`config.mk`:
```
export PLATFORM = sky130hd
export DESIGN_NAME = chme_divu
export DESIGN_NICKNAME = d
export VERILOG_FILES = /design/src/chme_divu.sv
export SDC_FILE = /design/constraint.sdc
export NUM_CORES = 1
export LEC_CHECK = 0
export BUFFER_PORTS_ARGS = -buffer_cell sky130_fd_sc_hd__buf_4
export CORE_MARGIN = 10
export CORE_UTILIZATION = 55
export DETAILED_ROUTE_END_ITERATION = 6
export PLACE_DENSITY = 0.81
export RECOVER_POWER = 100
export SYNTH_ARGS = -nofsm -noshare
export SYNTH_HDL_FRONTEND = slang
export SYNTH_SLANG_ARGS = --single-unit
```
`constraint.sdc`:
```
create_clock -name clk_i -period 3.5 [get_ports clk_i]
set_input_delay 0.35 -clock clk_i [delete_from_list [all_inputs] [get_ports clk_i]]
set_output_delay 0.35 -clock clk_i [all_outputs]
set_load 0.05 [all_outputs]
```
`src/chme_divu.sv`:
```
// Iterative 32-by-10 unsigned remainder unit, one bit per cycle.
`default_nettype none
module chme_divu (
  input  wire logic        clk_i,
  input  wire logic        rst_ni,
  input  wire logic        start_i,
  input  wire logic [31:0] num_i,
  input  wire logic [9:0]  den_i,
  output logic             done_o,
  output logic [9:0]       rem_o
);
  logic [31:0] num_q, num_d;
  logic [10:0] rem_q, rem_d;
  logic [9:0]  den_q, den_d;
  logic [5:0]  cnt_q, cnt_d;
  logic        busy_q, busy_d;
  logic [10:0] shifted;

  always_comb begin
    num_d   = num_q;
    rem_d   = rem_q;
    den_d   = den_q;
    cnt_d   = cnt_q;
    busy_d  = busy_q;
    done_o  = 1'b0;
    shifted = {rem_q[9:0], num_q[31]};
    if (start_i) begin
      num_d  = num_i;
      den_d  = den_i;
      rem_d  = '0;
      cnt_d  = 6'd32;
      busy_d = 1'b1;
    end else if (busy_q) begin
      num_d = {num_q[30:0], 1'b0};
      if (shifted >= {1'b0, den_q}) begin
        rem_d = shifted - {1'b0, den_q};
      end else begin
        rem_d = shifted;
      end
      cnt_d = cnt_q - 6'd1;
      if (cnt_q == 6'd1) begin
        busy_d = 1'b0;
        done_o = 1'b1;
      end
    end
  end
  assign rem_o = rem_d[9:0];

  always_ff @(posedge clk_i or negedge rst_ni) begin
    if (!rst_ni) begin
      busy_q <= 1'b0;
      cnt_q  <= '0;
    end else begin
      busy_q <= busy_d;
      cnt_q  <= cnt_d;
    end
  end
  always_ff @(posedge clk_i) begin
    num_q <= num_d;
    rem_q <= rem_d;
    den_q <= den_d;
  end
endmodule
`default_nettype wire

```
== After elaboration in Yosys (flattened, before gate mapping) ==
Cells that the tools add are included.
Word-level totals
  flip-flop bits (word level): 59
  output and inout port bits: 11
Cells by class
  add/sub/neg operators: 2
  magnitude comparators: 1
  eq/ne operators: 1
  muxes and demuxes: 13
  reductions and logical operators: 1
Operator list (number)
  $mux W32: 2
  $mux W10: 3
  $mux W6: 2
  $ge A11 B10 Y1: 1
  $sub A10 B10 Y10: 1
  $eq A6 B1 Y1 const B: 1
  $mux W1: 6
  $sub A6 B1 Y6 const B: 1
  $reduce_bool A2 Y1: 1

== Longest topological paths before layout ==
  depth in word-level cells: 4
  mapped depth: 10
  depth with buffers taken out: 10

== Worst setup path before layout ==
No wires, ideal clock.
  path type: register -> output
  from: reg den_q[2]
  to: out rem_o[7]
  arrival: 3224 ps
  required time: 3150 ps
  slack: -74 ps
  cell stages (with the launch flop): 10
  path buffers: 1
  path through: edfxtp_1 -> inv_1 -> ha_1 -> o211ai_2 -> a21oi_2 -> o2111ai_2 -> a41oi_2 -> buf_6 -> and4b_1 -> nor4_1
Between the ends
  word-level cells in the longest chain between the ends: 4
  elaborated cells between the ends (all ways): 5
Ends and longest elaborated chain
  from (decl): line 14  | logic [9:0] den_q, den_d;
  from (signal assigned): line 61  | den_q <= den_d;
  $sub A10 B10 Y10 or $ge A11 B10 Y1 (tied branches): line 36, 35
  $mux W10 (*): line 35  | if (shifted >= {1'b0, den_q}) begin
  $mux W10 (*): line 33  | end else if (busy_q) begin
  $mux W10 (*): line 27  | if (start_i) begin
  to (decl): line 10  | output logic [9:0] rem_o
Mark *: on every way between the ends. The rest lies on a longest branch, timed or not.

== Final worst setup path ==
  from: reg den_q[2]
  to: out rem_o[0]
Between the ends
  word-level cells in the longest chain between the ends: 4
Ends and longest elaborated chain (line)
  $ge A11 B10 Y1: 35
  $mux W10: 35
  $mux W10: 33
  $mux W10: 27
Every way passes these cells.

==> results.json <==
{
  "tightest_slew_ns": 1.63,
  "grt_antenna_before_repair": 0,
  "core_region_area_um2": 5140,
  "worst_setup_path_startpoint": "den_q[2]$_DFFE_PP_",
  "final_setup_vio_count": 0,
  "avg_inst_size_synth_um2": 13.3,
  "clock_root_buffer": "sky130_fd_sc_hd__clkbuf_8",
  "power.ir.vdd_worst_mv": 0.359,
  "synth.yosys.warnings": 0,
  "result_of_the_run": "finished with violations",
  "n_antenna_cell": 0,
  "slew_limit_headroom_pct": -8.57,
  "synth_flop_cell": "sky130_fd_sc_hd__edfxtp_1",
  "globalRouteTotalUtil_pct": 13.8,
  "final_layout_size_suffix_gt1_share_pct": 38.2,
  "clkTransAtPathRegs_ns": 0.07,
  "worstReg2RegStart": "busy_q$_DFF_PN0_",
  "hpwlAfterDp_um": 4010,
  "post_layout_nonfiller_instances": 355,
  "die_area_um2": 8690,
  "clock_skew_ns": 0.00753,
  "finalCriticalPeriod_ns": 3.29,
  "report.final.hold_viol_count": 0,
  "ys_seq_elements": 59,
  "cts.path.max_buffers": 2,
  "maxSlewViolCount": 33,
  "drt_iter0_markers": 76,
  "grt_remaining_overflow": 0,
  "drv.max_cap_violation_count": 1,
  "cp_data_arrival_time_ns": 2.94,
  "floorplan.io_pins": 56,
  "drtAntennaViolNets": 0,
  "crit_path_capture": "rem_o[0]",
  "synthesis.instances": 221,
  "number_of_distinct_standard_cells_referenced_by_the_synthesized_netlist": 48,
  "synthToLayoutAreaGrowth_pct": 20.4,
  "placement.setup.worst_slack_ns": 0.431,
  "post_cts_buffers": 0,
  "gp_routability_congestion": 0.859,
  "cp-end-kind": "output port",
  "power.density_nw_per_um2": 675,
  "detail_route.vias_per_cell": 5.39,
  "ys_async_sr_fraction_pct": 11.9,
  "static-leakage-power_nw": 1.49,
  "synth-seq-area-share_pct": 55.5,
  "whs_path_depth": 1,
  "layout_commonest_cell": "sky130_fd_sc_hd__edfxtp_1",
  "setup_slack_reg_to_reg_ns": 0.70,
  "hp-class": "primary input to register",
  "category_of_the_worst_setup_path_launch_point": "register",
  "fp.dieH_um": 93.2,
  "dr_total_vias": 1915,
  "layout_common_cells": "sky130_fd_sc_hd__edfxtp_1, sky130_fd_sc_hd__buf_4, sky130_fd_sc_hd__mux2_2, sky130_fd_sc_hd__nor2_1, sky130_fd_sc_hd__inv_1",
  "number_of_global_route_vias_before_repair": 2009,
  "drtPass1Iterations": 4,
  "buffer_ports.inserted": 55,
  "rows": 26,
  "cts_sinks": 59,
  "chipWidth_um": 93.2,
  "timing_worst_setup_path_type": "register to output port",
  "critical_path_peak_fanout": 11,
  "detail_route.wl_per_cell_um": 16.3,
  "final_sum_of_negative_setup_slack_ns": 0,
  "synth_enable_flop_cells": 42,
  "max_clock_freq_ghz": 0.304,
  "grt_first_pass_wirelength_um": 9510,
  "rr_worst_depth": 3,
  "synth_fp_nets": 279,
  "cp_data_required_time_ns": 3.15,
  "placedCellCount": 338,
  "wirelength_um": 5790,
  "floorplan.initialDensity_pct": 57.4,
  "grt_setup_unrepaired": "false",
  "grt_max_degree": 60,
  "post-route-drc-count": 0,
  "violated_checks": "capacitance limit, slew limit",
  "finalCritPeriodShare_pct": 94.1,
  "cts_tree": "done",
  "clock_network_latency_to_the_later_pin_of_the_worst_skew_pair_ns": 0.33,
  "critical_path.reg2reg.endpoint": "num_q[5]$_DFFE_PP_",
  "fin_nets": 338,
  "cts-htree-levels": 3,
  "final_critical_path_setup_slack_ns": 0.205,
  "number_of_clock_buffers_inserted_by_tritoncts": 9,
  "post_synth_instance_area_um2": 2950
}
sequential cells by signal (all words and copies together), names as in the netlist:
register	flops
num_q	32
den_q	10
rem_q	10
cnt_q	6
busy_q	1
routing by layer:
layer | vias to the layer above | part of all wire [%] | GRT usage [%]
li1 | 930 | - | -
met1 | 918 | 41 | 15.8
met2 | 55 | 49 | 21.5
met3 | 12 | 8.6 | 7.59
met4 | 0 | 1.7 | 5.01
met5 | - | 0 | 0
worst max-delay path: stages (launching register included):
cell and delay [ns]:
sky130_fd_sc_hd__edfxtp_1 0.34, sky130_fd_sc_hd__inv_1 0.04, sky130_fd_sc_hd__ha_1 0.37, sky130_fd_sc_hd__o211ai_1 0.14, sky130_fd_sc_hd__a21oi_2 0.19, sky130_fd_sc_hd__o2111ai_2 0.21, sky130_fd_sc_hd__a41oi_4 0.48, sky130_fd_sc_hd__mux2_4 0.35
sky130_fd_sc_hd__a211oi_2 0.25, sky130_fd_sc_hd__buf_4 0.24
worst min-delay path by stage:
stage	endpoint	from
after floorplan	busy_q$_DFF_PN0_	rst_ni
after global placement	cnt_q[5]$_DFFE_PN0P_	rst_ni
after detailed placement	cnt_q[4]$_DFFE_PN0P_	rst_ni
after CTS	den_q[1]$_DFFE_PP_	den_i[1]
after global routing	den_q[1]$_DFFE_PP_	den_i[1]
final	den_q[1]$_DFFE_PP_	den_i[1]
area by class of cell:
| class | instances | area, um^2 |
|---|---|---|
| timing repair buffer | 57 | 400 |
| sequential | 59 | 1640 |
| tap | 70 | 87.6 |
| clock inverter | 3 | 42.5 |
| fill | 424 | 1590 |
| multi-input combinational | 138 | 1190 |
| inverter | 15 | 56.3 |
| clock buffer | 13 | 139 |
synth_stat cells, types with 4 or more instances:
cell type / number / area, um^2
sky130_fd_sc_hd__xor2_1: 5 / 43.8
sky130_fd_sc_hd__nand2b_1: 4 / 25.0
sky130_fd_sc_hd__a21oi_1: 6 / 30.0
sky130_fd_sc_hd__inv_1: 15 / 56.3
sky130_fd_sc_hd__dfxtp_1: 10 / 200
sky130_fd_sc_hd__xnor2_1: 6 / 52.6
sky130_fd_sc_hd__mux2i_1: 5 / 50.1
sky130_fd_sc_hd__a211oi_1: 6 / 45.0
sky130_fd_sc_hd__ha_1: 12 / 150
sky130_fd_sc_hd__nor2_1: 18 / 67.6
sky130_fd_sc_hd__edfxtp_1: 42 / 1260
sky130_fd_sc_hd__mux2_2: 32 / 360
sky130_fd_sc_hd__dfrtp_1: 7 / 175
sky130_fd_sc_hd__nor3_1: 6 / 30.0
metrics by stage:
stage                     hold slack [ns]  util (%)  power [mW]  instance area [um^2]
after floorplan                    0.0544         -        1.63                  2950
after global placement              0.168      65.8        1.81                  3380
after detailed placement            0.168      65.8        1.83                  3380
after CTS                           0.172      69.5        2.42                  3570
after global routing                0.192      69.0        2.54                  3550
final                               0.210      69.0        2.39                  3550
where the power goes:
| part | switching, mW | total, mW | internal (mW) |
|---|---|---|---|
| clock | 0.255 | 0.584 | 0.329 |
| combinational | 0.482 | 0.832 | 0.351 |
| sequential | 0.0849 | 0.978 | 0.893 |
kinds of logic after synthesis:
kind of cell    share of synthesized area (%)
simple gates                             8.36
buf+inv                                  4.63
mux                                      14.4
xor+xnor                                 3.27
flops                                    55.5
fa+ha+maj                                5.77
compound gates                           8.02
repair_timing:
item	CTS	global route
gates resized for setup	0	2
hold buffers	1	0
setup endpoints to repair	0	8
endpoints found under the hold margin	7	0
Power figures use the tool's default switching activity.
